**src/rtl/dswma_pkg.sv**
```systemverilog
// ----------------------------------------------------------------------------
// dswma_pkg
// Types and constants shared by the dual sensor weighted moving average.
// ----------------------------------------------------------------------------
package dswma_pkg;

  localparam int SAMPLE_W = 16;
  localparam int HELD_W   = 4;
  // weight of the oldest held sample
  localparam int BASE_WGT = 10;

  typedef struct packed {
    logic signed [SAMPLE_W-1:0] first_reading;
    logic                       first_ok;
    logic signed [SAMPLE_W-1:0] second_reading;
    logic                       second_ok;
  } in_item_t;

  typedef struct packed {
    logic signed [SAMPLE_W-1:0] smoothed_value;
    logic                       fault;
    logic [HELD_W-1:0]          samples_held;
  } out_item_t;

  typedef enum logic [1:0] {
    ST_IDLE,
    ST_WALK,
    ST_DIV,
    ST_OUT
  } state_t;

endpackage

```
**src/rtl/dswma_chan_if.sv**
```systemverilog
// ----------------------------------------------------------------------------
// dswma_chan_if
// Valid/ready channel carrying one payload item per transfer.
// ----------------------------------------------------------------------------
interface dswma_chan_if #(
  parameter type T = logic
);
  logic valid;
  logic ready;
  T     data;

  modport source (output valid, output data, input ready);
  modport sink   (input valid, input data, output ready);
endinterface

```
**src/rtl/dswma_ring.sv**
```systemverilog
// ----------------------------------------------------------------------------
// dswma_ring
// History ring storage: one write port, one registered read port.
// ----------------------------------------------------------------------------
module dswma_ring
  import dswma_pkg::*;
#(
  parameter int DEPTH  = 8,
  parameter int ADDR_W = 3
) (
  input  logic                       clk,
  input  logic                       wr_en,
  input  logic [ADDR_W-1:0]          wr_addr,
  input  logic signed [SAMPLE_W-1:0] wr_data,
  input  logic                       rd_en,
  input  logic [ADDR_W-1:0]          rd_addr,
  output logic signed [SAMPLE_W-1:0] rd_data
);

  logic signed [SAMPLE_W-1:0] mem [DEPTH];
  logic signed [SAMPLE_W-1:0] rd_data_r;

  always_ff @(posedge clk) begin
    if (wr_en) begin
      mem[wr_addr] <= wr_data;
    end
  end

  always_ff @(posedge clk) begin
    if (rd_en) begin
      rd_data_r <= mem[rd_addr];
    end
  end

  assign rd_data = rd_data_r;

endmodule

```
**src/rtl/dswma_div.sv**
```systemverilog
// ----------------------------------------------------------------------------
// dswma_div
// Serial restoring divider, one quotient bit per cycle. Returns
// num/den rounded to nearest, ties away from zero.
// ----------------------------------------------------------------------------
module dswma_div
  import dswma_pkg::*;
#(
  parameter int NUM_W = 24,
  parameter int DEN_W = 8
) (
  input  logic                       clk,
  input  logic                       rst_n,
  input  logic                       start,
  input  logic signed [NUM_W-1:0]    num,
  input  logic [DEN_W-1:0]           den,
  output logic                       done,
  output logic signed [SAMPLE_W-1:0] quot
);

  localparam int DIVD_W = NUM_W + 1;
  localparam int DCNT_W = $clog2(DIVD_W + 1);
  localparam int REM_W  = DEN_W + 2;

  logic [DIVD_W-1:0] dvd_r, dvd_nxt;
  logic [DEN_W:0]    dvs_r, dvs_nxt;
  logic [REM_W-1:0]  rem_r, rem_nxt;
  logic [DCNT_W-1:0] cnt_r, cnt_nxt;
  logic              neg_r, neg_nxt;
  logic              busy_r, busy_nxt;
  logic              done_r, done_nxt;

  logic [NUM_W-1:0]  mag;
  logic [REM_W-1:0]  rem_sh;
  logic              qbit;

  always_comb begin
    mag      = num[NUM_W-1] ? NUM_W'(-num) : NUM_W'(num);
    rem_sh   = {rem_r[REM_W-2:0], dvd_r[DIVD_W-1]};
    qbit     = (rem_sh >= {1'b0, dvs_r});
    dvd_nxt  = dvd_r;
    dvs_nxt  = dvs_r;
    rem_nxt  = rem_r;
    cnt_nxt  = cnt_r;
    neg_nxt  = neg_r;
    busy_nxt = busy_r;
    done_nxt = 1'b0;
    if (start) begin
      // (2|num| + den) / (2 den)
      dvd_nxt  = {mag, 1'b0} + DIVD_W'(den);
      dvs_nxt  = {den, 1'b0};
      rem_nxt  = '0;
      cnt_nxt  = DCNT_W'(DIVD_W);
      neg_nxt  = num[NUM_W-1];
      busy_nxt = 1'b1;
    end else if (busy_r) begin
      rem_nxt = qbit ? (rem_sh - {1'b0, dvs_r}) : rem_sh;
      dvd_nxt = {dvd_r[DIVD_W-2:0], qbit};
      cnt_nxt = cnt_r - 1'b1;
      if (cnt_r == DCNT_W'(1)) begin
        busy_nxt = 1'b0;
        done_nxt = 1'b1;
      end
    end
  end

  always_ff @(posedge clk) begin
    if (!rst_n) begin
      busy_r <= 1'b0;
      done_r <= 1'b0;
      cnt_r  <= '0;
    end else begin
      busy_r <= busy_nxt;
      done_r <= done_nxt;
      cnt_r  <= cnt_nxt;
    end
  end

  always_ff @(posedge clk) begin
    dvd_r <= dvd_nxt;
    dvs_r <= dvs_nxt;
    rem_r <= rem_nxt;
    neg_r <= neg_nxt;
  end

  // magnitude never exceeds 32768, so the low bits carry the whole result
  assign done = done_r;
  assign quot = neg_r ? -$signed(dvd_r[SAMPLE_W-1:0]) : $signed(dvd_r[SAMPLE_W-1:0]);

endmodule

```
**src/rtl/dual_sensor_weighted_moving_average.sv**
```systemverilog
// ----------------------------------------------------------------------------
// dual_sensor_weighted_moving_average
// Merges two sensor readings into one sample, keeps a ring of recent
// samples and returns their linearly weighted mean.
// ----------------------------------------------------------------------------
//  channel  | dir | payload
//  ---------+-----+--------------------------------------------------------
//  in_ch    | in  | first_reading, first_ok, second_reading, second_ok
//  out_ch   | out | smoothed_value, fault, samples_held
//
//  One item at a time. An accepted sample takes one ring read per held
//  sample, then a one-bit-per-cycle divider of 17 + DEN_W steps; a fault
//  item skips both and goes straight to the output stage.
//  Reset clears the write slot and fill count; ring entries are only read
//  after being written, so no clearing pass is needed.
//  A stalled result waits in the output register; the next item is taken.
// ----------------------------------------------------------------------------
module dual_sensor_weighted_moving_average
  import dswma_pkg::*;
#(
  parameter int HISTORY_DEPTH = 8
) (
  input logic          clk,
  input logic          rst_n,
  dswma_chan_if.sink   in_ch,
  dswma_chan_if.source out_ch
);

  localparam int ADDR_W = (HISTORY_DEPTH > 1) ? $clog2(HISTORY_DEPTH) : 1;
  localparam int CNT_W  = $clog2(HISTORY_DEPTH + 1);
  localparam int WGT_W  = $clog2(BASE_WGT + HISTORY_DEPTH);
  localparam int DEN_W  = $clog2(HISTORY_DEPTH * (BASE_WGT + HISTORY_DEPTH));
  localparam int NUM_W  = SAMPLE_W + DEN_W;

  state_t state_r, state_nxt;

  logic [ADDR_W-1:0]       slot_r, slot_nxt;
  logic [CNT_W-1:0]        fill_r, fill_nxt;
  logic [ADDR_W-1:0]       ptr_r, ptr_nxt;
  logic [CNT_W-1:0]        left_r, left_nxt;
  logic [WGT_W-1:0]        weight_r, weight_nxt;
  logic [WGT_W-1:0]        wd_r, wd_nxt;
  logic                    rdv_r, rdv_nxt;
  logic signed [NUM_W-1:0] num_r, num_nxt;
  logic [DEN_W-1:0]        den_r, den_nxt;
  out_item_t               res_r, res_nxt;
  out_item_t               out_r, out_nxt;
  logic                    out_valid_r, out_valid_nxt;

  logic in_ready, in_xfer, any_ok, both_ok;
  logic ring_wr, rd_en, div_start, out_load, div_done;
  logic signed [SAMPLE_W:0]   pair_sum;
  logic signed [SAMPLE_W-1:0] raw;
  logic signed [SAMPLE_W-1:0] rd_data;
  logic signed [SAMPLE_W-1:0] div_q;
  logic signed [NUM_W-1:0]    samp_ext, wgt_ext, prod;
  logic [ADDR_W-1:0]          slot_inc, ptr_dec;
  logic [CNT_W-1:0]           fill_inc;

  assign in_xfer  = in_ch.valid && in_ready;
  assign any_ok   = in_ch.data.first_ok || in_ch.data.second_ok;
  assign both_ok  = in_ch.data.first_ok && in_ch.data.second_ok;
  assign pair_sum = {in_ch.data.first_reading[SAMPLE_W-1], in_ch.data.first_reading}
                  + {in_ch.data.second_reading[SAMPLE_W-1], in_ch.data.second_reading};
  // floor of half the sum
  assign raw = both_ok ? pair_sum[SAMPLE_W:1] :
               in_ch.data.first_ok ? in_ch.data.first_reading :
               in_ch.data.second_reading;

  assign slot_inc = (slot_r == ADDR_W'(HISTORY_DEPTH - 1)) ? '0 : slot_r + 1'b1;
  assign ptr_dec  = (ptr_r == '0) ? ADDR_W'(HISTORY_DEPTH - 1) : ptr_r - 1'b1;
  assign fill_inc = (fill_r == CNT_W'(HISTORY_DEPTH)) ? fill_r : fill_r + 1'b1;

  assign samp_ext = NUM_W'(rd_data);
  assign wgt_ext  = $signed(NUM_W'(wd_r));
  assign prod     = samp_ext * wgt_ext;

  // next state
  always_comb begin
    state_nxt = state_r;
    case (state_r)
      ST_IDLE: begin
        if (in_xfer) begin
          state_nxt = any_ok ? ST_WALK : ST_OUT;
        end
      end
      ST_WALK: begin
        if (left_r == '0 && !rdv_r) begin
          state_nxt = ST_DIV;
        end
      end
      ST_DIV: begin
        if (div_done) begin
          state_nxt = ST_OUT;
        end
      end
      ST_OUT: begin
        if (!out_valid_r || out_ch.ready) begin
          state_nxt = ST_IDLE;
        end
      end
      default: state_nxt = ST_IDLE;
    endcase
  end

  // control outputs
  always_comb begin
    in_ready  = 1'b0;
    ring_wr   = 1'b0;
    rd_en     = 1'b0;
    div_start = 1'b0;
    out_load  = 1'b0;
    case (state_r)
      ST_IDLE: begin
        in_ready = 1'b1;
        ring_wr  = in_ch.valid && any_ok;
      end
      ST_WALK: begin
        rd_en     = (left_r != '0);
        div_start = (left_r == '0) && !rdv_r;
      end
      ST_DIV: begin
      end
      ST_OUT: begin
        out_load = !out_valid_r || out_ch.ready;
      end
      default: begin
      end
    endcase
  end

  // datapath
  always_comb begin
    slot_nxt      = slot_r;
    fill_nxt      = fill_r;
    ptr_nxt       = ptr_r;
    left_nxt      = left_r;
    weight_nxt    = weight_r;
    wd_nxt        = weight_r;
    rdv_nxt       = rd_en;
    num_nxt       = num_r;
    den_nxt       = den_r;
    res_nxt       = res_r;
    out_nxt       = out_r;
    out_valid_nxt = out_valid_r;

    if (ring_wr) begin
      slot_nxt   = slot_inc;
      fill_nxt   = fill_inc;
      ptr_nxt    = slot_r;
      left_nxt   = fill_inc;
      weight_nxt = WGT_W'(BASE_WGT - 1) + WGT_W'(fill_inc);
      num_nxt    = '0;
      den_nxt    = '0;
    end else if (in_xfer) begin
      res_nxt.smoothed_value = '0;
      res_nxt.fault          = 1'b1;
      res_nxt.samples_held   = HELD_W'(fill_r);
    end

    if (rd_en) begin
      ptr_nxt    = ptr_dec;
      left_nxt   = left_r - 1'b1;
      weight_nxt = weight_r - 1'b1;
    end

    if (rdv_r) begin
      num_nxt = num_r + prod;
      den_nxt = den_r + DEN_W'(wd_r);
    end

    if (div_done) begin
      res_nxt.smoothed_value = div_q;
      res_nxt.fault          = 1'b0;
      res_nxt.samples_held   = HELD_W'(fill_r);
    end

    if (out_load) begin
      out_nxt       = res_r;
      out_valid_nxt = 1'b1;
    end else if (out_ch.ready) begin
      out_valid_nxt = 1'b0;
    end
  end

  always_ff @(posedge clk) begin
    if (!rst_n) begin
      state_r     <= ST_IDLE;
      slot_r      <= '0;
      fill_r      <= '0;
      left_r      <= '0;
      rdv_r       <= 1'b0;
      out_valid_r <= 1'b0;
    end else begin
      state_r     <= state_nxt;
      slot_r      <= slot_nxt;
      fill_r      <= fill_nxt;
      left_r      <= left_nxt;
      rdv_r       <= rdv_nxt;
      out_valid_r <= out_valid_nxt;
    end
  end

  always_ff @(posedge clk) begin
    ptr_r    <= ptr_nxt;
    weight_r <= weight_nxt;
    wd_r     <= wd_nxt;
    num_r    <= num_nxt;
    den_r    <= den_nxt;
    res_r    <= res_nxt;
    out_r    <= out_nxt;
  end

  dswma_ring #(
    .DEPTH  (HISTORY_DEPTH),
    .ADDR_W (ADDR_W)
  ) u_ring (
    .clk     (clk),
    .wr_en   (ring_wr),
    .wr_addr (slot_r),
    .wr_data (raw),
    .rd_en   (rd_en),
    .rd_addr (ptr_r),
    .rd_data (rd_data)
  );

  dswma_div #(
    .NUM_W (NUM_W),
    .DEN_W (DEN_W)
  ) u_div (
    .clk   (clk),
    .rst_n (rst_n),
    .start (div_start),
    .num   (num_r),
    .den   (den_r),
    .done  (div_done),
    .quot  (div_q)
  );

  assign in_ch.ready  = in_ready;
  assign out_ch.valid = out_valid_r;
  assign out_ch.data  = out_r;

endmodule

```
**src/flat_wrapper.sv**
```systemverilog
// flat-port wrapper written by rule: the top's interface ports become plain ports
module dual_sensor_weighted_moving_average_flat import dswma_pkg::*;
#(
  parameter int HISTORY_DEPTH = 8
)
  (clk, rst_n, in_ch_valid, in_ch_data, in_ch_ready, out_ch_valid, out_ch_data, out_ch_ready);
  dswma_chan_if #(.T(in_item_t)) in_ch_i ();
  dswma_chan_if #(.T(out_item_t)) out_ch_i ();
  input logic clk;
  input logic rst_n;
  input wire logic [$bits(in_ch_i.valid)-1:0] in_ch_valid;
  input wire logic [$bits(in_ch_i.data)-1:0] in_ch_data;
  output wire logic [$bits(in_ch_i.ready)-1:0] in_ch_ready;
  output wire logic [$bits(out_ch_i.valid)-1:0] out_ch_valid;
  output wire logic [$bits(out_ch_i.data)-1:0] out_ch_data;
  input wire logic [$bits(out_ch_i.ready)-1:0] out_ch_ready;
  assign in_ch_i.valid = in_ch_valid;
  assign in_ch_i.data = in_ch_data;
  assign in_ch_ready = in_ch_i.ready;
  assign out_ch_valid = out_ch_i.valid;
  assign out_ch_data = out_ch_i.data;
  assign out_ch_i.ready = out_ch_ready;
  dual_sensor_weighted_moving_average #(.HISTORY_DEPTH(HISTORY_DEPTH)) u_core (.clk(clk), .rst_n(rst_n), .in_ch(in_ch_i), .out_ch(out_ch_i));
endmodule
```
**config.mk**
```make
export PLATFORM = sky130hd
export DESIGN_NAME = dual_sensor_weighted_moving_average_flat
export DESIGN_NICKNAME = d
export VERILOG_FILES = /design/src/rtl/dswma_pkg.sv /design/src/rtl/dswma_chan_if.sv /design/src/rtl/dswma_ring.sv /design/src/rtl/dswma_div.sv /design/src/rtl/dual_sensor_weighted_moving_average.sv /design/src/flat_wrapper.sv
export SDC_FILE = /design/constraint.sdc
export NUM_CORES = 1
export LEC_CHECK = 0
export BUFFER_PORTS_ARGS = -buffer_cell sky130_fd_sc_hd__buf_2
export CAP_MARGIN = 5
export CELL_PAD_IN_SITES_DETAIL_PLACEMENT = 0
export CELL_PAD_IN_SITES_GLOBAL_PLACEMENT = 1
export CORE_ASPECT_RATIO = 1.1
export CORE_MARGIN = 5
export CORE_UTILIZATION = 35
export DETAILED_ROUTE_END_ITERATION = 6
export PLACE_DENSITY = 0.62
export SYNTH_ARGS = -nofsm -noshare
export SYNTH_HDL_FRONTEND = slang
export SYNTH_HIERARCHICAL = 1
export SYNTH_SLANG_ARGS = --single-unit
```
**constraint.sdc**
```tcl
create_clock -name clk -period 5.5 [get_ports clk]
set_input_delay 1.375 -clock clk [delete_from_list [all_inputs] [get_ports clk]]
set_output_delay 1.375 -clock clk [all_outputs]
set_load 0.03 [all_outputs]
```
==> summary.txt, run 1 <==
Clocking
  • Clock buffer count from CTS: 36
  • Setup bufs post-CTS: 0
  • Sink Count: 296
  • Hold-fix buffers, CTS: 0
  • Reg clk slew, reported paths: 0.06 ns
  • Clock root cell: clkbuf_16
  • CTS tree: done
  • Clock Latency Late Sink: 0.55 ns
  • Max Root-Sink Buffers: 3
  • H-tree levels: 2

Die
  • IO Count: 61
  • Die height: 251 um
  • Chip width: 229 um
  • Row count: 88
  • Die area: 0.0575 mm2
  • Initial Util: 35.3%
  • Core area: 0.0524 mm2

Setup path
  • WP buf/inv: 3
  • Critical Path Start Type: flip-flop
  • Delay-heaviest family, CP: adder cells
  • Most numerous cell on the critical path: fa_1
  • Crit path cell chain: buf_4, and2_1, fa_1, inv_1, fa_1, inv_1, fa_1, fa_1, ha_1, a21o_1, a221o_2, a221o_2, a31oi_4, nor4_1, or3_1, a21boi_1
  • Max stage delay cell, worst path: fa_1
  • Data required, critical path: 5.88 ns
  • Worst-path maximum fanout: 11
  • CP Capture Type: flip-flop
  • Max incr delay on CP: 0.56 ns
  • Critical path arrival: 5.63 ns
  • Crit Path Class: flip-flop to flip-flop

Yosys
  • Top post-synthesis cells by area: edfxtp_1, fa_1, ha_1, dfxtp_1, mux4_1
  • Fraction of registers with async set/reset: 0%
  • Synth Register Bits: 296
  • Synth Area per Inst: 11.7 um2
  • Post-Synthesis Cells: 1583
  • Seq/Total Area, Yosys: 46.1%
  • Synth top area share: 42.1%
  • Syn_nets: 1797
  • Yosys warns: 6
  • Largest area contributor in the netlist: edfxtp_1
  • EDFF count, synth: 259
  • Post-Syn Area: 0.0185 mm2
  • Post-synthesis cell type count: 80
  • Synth Flop Type: edfxtp_1

Global routing
  • Most Crowded Layer GR: met2
  • GRT met1 Usage: 16.4%
  • GR Overflow Total: 0
  • Tot GR Track Use: 13.1%
  • Met3 usage: 2.16%
  • Initial antenna violation count: 0
  • First-pass GRT wire length: 62.0 mm
  • Largest net degree at the start of global routing: 44
  • Vias in the first global route: 11.8k
  • Met2 GRT Util: 23.8%

Detailed routing
  • Routed length per instance: 16.1 um
  • First drt pass iteration count: 4
  • Vias per cell: 4.98
  • Via count: 11.7k
  • Antenna Violating Nets Remaining: 0
  • Routed WL: 37.8 mm
  • DRC Markers: 0
  • Drt initial violations: 479

Final layout
  • Most frequent cells in the layout: edfxtp_1, inv_1, and2_1, ha_1, nand2_1
  • Proportion of layout cells with a drive suffix above 1: 11.9%
  • Ant. Diodes: 0
  • Most common cell after layout, fill and taps aside: edfxtp_1
  • Fillers: 5003
  • Synth-to-layout area growth: 12.0%
  • Layout Nets: 1861

Timing
  • Tcrit/Tclk final: 95.5%
  • Fmax: 190 MHz
  • RSZ-0062 raised after global routing: no
  • Max Slew Vio Count: 0
  • Layout Skew: 0.0276 ns
  • Fin Setup TNS: 0 ns
  • Endpoints failing setup: 0
  • Tightest Pin Transition: 1.14 ns
  • Post-route minimum period: 5.25 ns
  • Final Hold Vio Count: 0
  • Slew margin rel.: 23.2%

Hold path
  • Hold Crit Class: flip-flop to flip-flop

Run
  • Max Cap Violations: 0

Outcome
  • Status: finished, final reports clean

Place
  • GPL Wtd Cong: 0.814
  • Post-DP HPWL: 28.0 mm
  • PortBufs: 60
==> worst register-to-register path: stages (launching register included) <==
cell,delay (ns)
dfxtp_1,0.40
buf_4,0.20
and2_1,0.14
fa_1,0.47
inv_1,0.05
fa_1,0.47
inv_1,0.05
fa_1,0.56
fa_1,0.43
ha_1,0.38
a21o_1,0.22
a221o_2,0.44
a221o_2,0.44
a31oi_4,0.25
nor4_1,0.10
or3_1,0.36
a21boi_1,0.14
==> sequential cells by signal, indices dropped and copies added (netlist names), 2 cells and up <==
| name | flops |
|---|---|
| u_core/den_r | 8 |
| u_core/fill_r | 4 |
| u_core/left_r | 4 |
| u_core/num_r | 24 |
| u_core/out_ch.data | 21 |
| u_core/ptr_r | 3 |
| u_core/res_r | 21 |
| u_core/slot_r | 3 |
| u_core/state_r | 2 |
| u_core/u_div/cnt_r | 5 |
| u_core/u_div/dvd_r | 25 |
| u_core/u_div/dvs_r | 8 |
| u_core/u_div/rem_r | 9 |
| u_core/u_ring/mem | 128 |
| u_core/u_ring/rd_data | 16 |
| u_core/wd_nxt | 5 |
| u_core/wd_r | 5 |
==> cell type report <==
cell class / count / area, um2 / area share, %
Multi-Input combinational cell: 1058 / 9090 / 43.9
Sequential cell: 296 / 8520 / 41.1
Clock inverter: 16 / 176 / 0.852
Clock buffer: 49 / 971 / 4.69
Timing Repair Buffer: 80 / 450 / 2.18
Tap cell: 675 / 845 / 4.08
Inverter: 175 / 657 / 3.17
==> kinds of logic (layout without fill, tap and decap cells) <==
family	count (synthesis)	in the layout	synth area share [%]
xor+xnor	86	86	4.07
simple gates	442	442	12.8
flops	296	296	46.1
buf+inv	229	320	4.91
fa+ha+maj	176	176	14.9
compound gates	275	275	9.95
mux	79	79	7.31
==> metrics by stage <==
step	area, um2	cells	hold slack, ns	util [%]	setup slack [ns]
floorplan	18500	1583	0.369	-	0.507
global placement	19600	2284	0.383	37.3	0.0285
detailed placement	19600	2284	0.383	37.3	0.0229
CTS	20700	2349	0.397	39.5	0.228
global route	20700	2349	0.405	39.5	0.0533
finish	20700	2349	0.395	39.5	0.249
==> Yosys cell counts (all sizes together), types with 14 or more instances <==
| master | n |
|---|---|
| edfxtp | 259 |
| o21ai | 53 |
| fa | 74 |
| nand2 | 88 |
| dfxtp | 37 |
| ha | 102 |
| buf | 17 |
| xor2 | 21 |
| mux4 | 32 |
| mux2 | 31 |
| inv | 174 |
| o31ai | 19 |
| a21oi | 78 |
| nand2b | 14 |
| and2 | 113 |
| nor2b | 23 |
| mux2i | 16 |
| nand3 | 17 |
| clkbuf | 37 |
| a21o | 24 |
| xnor2 | 65 |
| nor3 | 24 |
| nor2 | 82 |
==> metal layers <==
metal / wire length, um / vias to the layer above / share of wire [%]
li1: - / 5821 / -
met1: 16700 / 5681 / 44
met4: 690 / 0 / 1.8
met3: 1160 / 51 / 3.1
met5: 0 / - / 0
met2: 19300 / 156 / 51
==> final timing paths <==
kind                    startpoint               end  slack [ns]  depth (start not counted)
hold reg to reg   u_core/wd_nxt[4]    u_core/wd_r[4]        0.39                          0
setup / recovery    u_core/wd_r[0]  u_core/num_r[23]        0.25                         16
setup reg to reg    u_core/wd_r[0]  u_core/num_r[23]        0.25                         16
hold / removal    u_core/wd_nxt[4]    u_core/wd_r[4]        0.39                          0
==> repair_timing <==
| item | 4_1_cts | 5_1_grt |
|---|---|---|
| endpoints found under the setup margin | 1 | 2 |
| hold endpoints to repair | 0 | 0 |
| resized for setup | 1 | 1 |
Power of run 1 is left out: the tool's default activity adds up to more than one toggle a clock period on the data nets, which glitch-free logic cannot reach.
==> run 2, diff against run 1 <==
- ABC_AREA: unset -> 1
- PLACE_DENSITY: 0.62 -> 0.66
==> run 2 against run 1 <==
Against the previous run:
- wire length rose by 25%
- largest cell class unchanged
- critical path type unchanged
- global-route usage is 2.0 points higher
- critical path depth stayed put
- setup slack better by 0.45 ns
- cell count grew 40%
- non-clock buffer count grew 1
- sequential share of layout area down 2.8 points
- die area up 8.2%
- register-to-register slack better by 0.45 ns
- via count rose by 28%
- synthesized area grew 8.6%
==> summary.txt, run 2 <==
Global routing
  • First-pass GRT wire length: 76.2 mm
  • Initial antenna violation count: 0
  • Tot GR Track Use: 15.1%
  • GR Overflow Total: 0
  • Vias in the first global route: 14.8k
  • Largest net degree at the start of global routing: 67

Clocking
  • Clock root cell: clkbuf_16
  • Hold-fix buffers, CTS: 0
  • Setup bufs post-CTS: 0
  • CTS tree: done
  • Clock buffer count from CTS: 35
  • Sink Count: 296
  • CTS resizes: 0
  • H-tree levels: 2
  • Max Root-Sink Buffers: 3
  • Reg clk slew, reported paths: 0.06 ns
  • Clock Latency Late Sink: 0.53 ns

Die
  • Die height: 261 um
  • Row count: 92
  • IO Count: 61
  • Die area: 0.0622 mm2
  • Chip width: 238 um
  • Initial Util: 35.2%
  • Core area: 0.0571 mm2

Setup path
  • Critical Path Start: u_core/wd_r[2]
  • RR Endpoint: u_core/num_r[17]
  • Worst-path maximum fanout: 17
  • Critical Path Start Type: flip-flop
  • Reg-to-reg slack, setup: 0.70 ns
  • Max incr delay on CP: 0.75 ns
  • WP buf/inv: 4
  • Crit path cell chain: nand2_1, fa_1, inv_1, fa_1, fa_1, inv_1, fa_1, inv_1, ha_1, nand2_1, nor2_1, inv_1, nor3_1, nand2_1, a21oi_1, nor2_1
  • Max stage delay cell, worst path: dfxtp_1
  • FF-to-FF path depth: 16
  • Delay-heaviest family, CP: adder cells
  • Reg2reg start: u_core/wd_r[2]
  • Data required, critical path: 5.79 ns
  • Critical path arrival: 5.09 ns
  • Crit Path Class: flip-flop to flip-flop
  • CP Capture Type: flip-flop

Yosys
  • Post-Syn Area: 0.0201 mm2
  • Largest area contributor in the netlist: edfxtp_1
  • Synth Area per Inst: 8.19 um2
  • Top post-synthesis cells by area: edfxtp_1, nand2_1, inv_1, fa_1, ha_1
  • Syn_nets: 2664
  • Yosys warns: 6
  • Synth Flop Type: edfxtp_1
  • Post-synthesis cell type count: 51
  • Synth top area share: 38.7%
  • Fraction of registers with async set/reset: 0%
  • Post-Synthesis Cells: 2450
  • Commonest cells in the netlist: nand2_1, inv_1, edfxtp_1
  • Most frequent cell after synthesis: nand2_1
  • Seq/Total Area, Yosys: 42.4%
  • EDFF count, synth: 259
  • Synth Register Bits: 296

Timing
  • Tcrit/Tclk final: 87.2%
  • Fmax: 208 MHz
  • Slew margin rel.: 19.6%
  • Max Slew Vio Count: 0
  • Post-route minimum period: 4.80 ns
  • Final Worst Setup Slack: 0.704 ns
  • RSZ-0062 raised after global routing: no
  • Final Hold Vio Count: 0
  • Endpoints failing setup: 0
  • Fin Setup TNS: 0 ns
  • Tightest Pin Transition: 1.20 ns
  • Layout Skew: 0.0192 ns

Final layout
  • Layout Nets: 2726
  • Proportion of layout cells with a drive suffix above 1: 9.02%
  • Ant. Diodes: 0
  • Most frequent cells in the layout: nand2_1, inv_1, edfxtp_1, nand3_1, nor2_1
  • Post-route cell area: 0.0222 mm2
  • Most common cell after layout, fill and taps aside: nand2_1
  • Regs by FF count: u_core/u_ring/mem (128), u_core/u_div/dvd_r (25), u_core/num_r (24)
  • Max FFs per register: 128
  • Fillers: 5895
  • Synth-to-layout area growth: 10.8%
  • Register bank with the most flops: u_core/u_ring/mem

Hold path
  • Hold Crit Depth: 0
  • Worst Min Path Start: u_core/wd_nxt[3]
  • Hold path endpoint: u_core/wd_r[3]
  • Hold Crit Class: flip-flop to flip-flop

Detailed routing
  • Antenna Violating Nets Remaining: 0
  • First drt pass iteration count: 5
  • Vias per cell: 4.54
  • DRC Markers: 0
  • Via count: 15.0k
  • Routed WL: 47.3 mm
  • Routed length per instance: 14.4 um
  • Drt initial violations: 633

Outcome
  • Status: finished, final reports clean

Place
  • Post-DP HPWL: 35.3 mm
  • PortBufs: 60
  • Pre-CTS WS: 0.732 ns
  • GPL Wtd Cong: 0.870
  • Placed instance area: 0.0212 mm2

Run
  • Max Cap Violations: 0
run 2: cell families (layout without fill, tap and decap cells):
logic type,Yosys count,count (layout),share of synthesized area [%]
AOI/OAI and AO/OA,210,210,5.86
xor gates and xnor gates,45,45,2.09
adders and majority gates,176,176,13.7
buffers and inverters,624,713,12.2
DFF,296,296,42.4
and+or+nand+nor,1099,1099,23.7
run 2: cell type report:
class	count	area (um2)	area share [%]
multi-input combinational	1530	9110	41.0
clock inverter	16	116	0.523
timing repair buffer	81	458	2.06
sequential	296	8520	38.3
inverter	568	2130	9.59
clock buffer	48	966	4.34
tap	752	941	4.23
run 2: through the flow:
step	hold slack (ns)	instances	utilization, %
final	0.373	3291	39.0
after global routing	0.381	3291	39.0
after CTS	0.379	3291	39.0
after detailed placement	0.365	3227	37.1
after global placement	0.359	3227	37.1
after floorplan	0.348	2450	-
run 2: how the worst max path moves through the flow:
stage,to,slack (ns),depth (start not counted)
after CTS,u_core/num_r[17],0.72,16
after global routing,u_core/num_r[17],0.38,16
after detailed placement,u_core/num_r[17],0.73,16
after global placement,u_core/num_r[17],0.81,16
after floorplan,u_core/num_r[20],1.10,20
final,u_core/num_r[17],0.70,16
run 2: layer usage:
metal | share of wire, % | vias to the layer above | global-route usage (%)
li1 | - | 7731 | -
met1 | 43 | 7002 | 18.0
met2 | 52 | 161 | 28.6
met3 | 2.4 | 62 | 1.77
met4 | 2.3 | 0 | 4.24
met5 | 0 | - | 0
Power of run 2 is left out for the same reason.
==> run 3, diff against run 2 <==
- CORE_ASPECT_RATIO: 1.1 -> unset
==> run 3 against run 2 <==
Against the previous run:
- critical path depth unchanged
- sequential share of layout area increased by 0.052 points
- fmax increased by 2.7%
- highest routed layer unchanged
==> summary.txt, run 3 (synthesis gave the netlist of run 2 again) <==
Timing
  • Final Hold Vio Count: 0
  • Endpoints failing setup: 0
  • Fin Setup TNS: 0 ns
  • Max Slew Vio Count: 0
  • Layout Skew: 0.0113 ns
  • Slew margin rel.: 22.8%
  • RSZ-0062 raised after global routing: no
  • Tightest Pin Transition: 1.16 ns
  • Fmax: 214 MHz
  • Post-route minimum period: 4.67 ns
  • Tcrit/Tclk final: 84.9%

Detailed routing
  • First drt pass iteration count: 5
  • DRC Markers: 0
  • Routed length per instance: 13.9 um
  • Routed WL: 45.6 mm
  • Drt initial violations: 706
  • Antenna Violating Nets Remaining: 0
  • Vias per cell: 4.50
  • Via count: 14.8k

Place
  • GPL Wtd Cong: 0.823
  • Placed cell count: 3230
  • PortBufs: 60
  • Post-DP HPWL: 34.1 mm

Clocking
  • Setup bufs post-CTS: 0
  • Clock root cell: clkbuf_16
  • Clock buffer count from CTS: 34
  • Hold-fix buffers, CTS: 0
  • Clock Latency Late Sink: 0.51 ns
  • Sink Count: 296
  • Max Root-Sink Buffers: 3
  • CTS tree: done
  • CTS resizes: 0
  • H-tree levels: 2
  • Reg clk slew, reported paths: 0.06 ns

Run
  • Max Cap Violations: 0

Die
  • Row count: 87
  • Chip width: 249 um
  • Die area: 0.0622 mm2
  • Die height: 249 um
  • IO Count: 61
  • Core area: 0.0566 mm2
  • Initial Util: 35.5%

Setup path
  • Crit path cell chain: nand2_1, fa_1, inv_1, fa_1, fa_1, inv_1, fa_1, inv_1, ha_1, nand2_1, nor2_1, inv_1, nor3_1, nand2_1, a21oi_1, nor2_1
  • Max stage delay cell, worst path: dfxtp_1
  • Max incr delay on CP: 0.73 ns
  • FF-to-FF path depth: 16
  • Critical Path Start Type: flip-flop
  • Critical Path Start: u_core/wd_r[2]
  • Crit Path Class: flip-flop to flip-flop
  • Data required, critical path: 5.76 ns
  • Critical path arrival: 4.93 ns
  • Worst-path maximum fanout: 17
  • Reg2reg start: u_core/wd_r[2]
  • CP Capture Type: flip-flop

Final layout
  • Layout Nets: 2724
  • Fillers: 5807
  • Most frequent cells in the layout: nand2_1, inv_1, edfxtp_1, nand3_1, nor2_1
  • Most common cell after layout, fill and taps aside: nand2_1
  • Register bank with the most flops: u_core/u_ring/mem
  • Max FFs per register: 128
  • Proportion of layout cells with a drive suffix above 1: 8.99%
  • Regs by FF count: u_core/u_ring/mem (128), u_core/u_div/dvd_r (25), u_core/num_r (24)
  • Synth-to-layout area growth: 10.7%
  • Final non-filler cell total: 3291
  • Ant. Diodes: 0

Hold path
  • Worst Min Path Start: u_core/wd_nxt[3]
  • Hold Crit Depth: 0
  • Hold Crit Class: flip-flop to flip-flop

Global routing
  • Tot GR Track Use: 14.5%
  • First-pass GRT wire length: 75.0 mm
  • Largest net degree at the start of global routing: 66
  • Initial antenna violation count: 0
  • Vias in the first global route: 14.8k
  • GR Overflow Total: 0

Outcome
  • Status: finished, final reports clean
## run 3: changes by cell type in the layout (fill, tap and decap cells not counted)
cell        change
clkbuf_1        -1
clkinv_2        +3
bufinv_16       +1
clkinvlp_4      -2
clkbuf_8        -1
clkinv_4        +1
clkinv_8        -1
buf_4           -1
clkbuf_16       -1
clkinv_1        -2
## run 3: path summary, 6_finish.rpt
kind                      end  slack, ns
min reg2reg    u_core/wd_r[3]       0.39
min            u_core/wd_r[3]       0.39
max reg2reg  u_core/num_r[17]       0.83
max          u_core/num_r[17]       0.83
## run 3: critical path: cells and delay by family (launching register included)
family | cells | cell delay, ns
fa+ha+maj | 5 | 2.43
flops | 1 | 0.73
compound gates | 1 | 0.15
simple gates | 6 | 0.87
buf+inv | 4 | 0.24
## run 3: routing by layer
metal,share of wire [%],global-route usage (%),vias to the layer above
li1,-,-,7726
met1,44,18.0,6859
met4,2.2,3.50,0
met5,0,0,-
met2,51,27.0,158
met3,2.6,1.80,69
## run 3: final cells by class
cell class                 count  area [um2]  area share, %
clock buffer                  45         923           4.16
multi-input combinational   1530        9110           41.0
tap                          756         946           4.26
sequential                   296        8520           38.3
timing repair buffer          80         450           2.03
clock inverter                16         131          0.591
inverter                     568        2130           9.60
## run 3: per-stage QoR
stage	setup slack, ns	utilization (%)	cell area, um2	hold WS [ns]
floorplan	1.10	-	20100	0.348
global placement	0.872	37.4	21200	0.365
detailed placement	0.825	37.4	21200	0.377
CTS	0.803	39.2	22200	0.393
global route	0.470	39.2	22200	0.405
finish	0.829	39.2	22200	0.386
Power of run 3 is left out for the same reason.
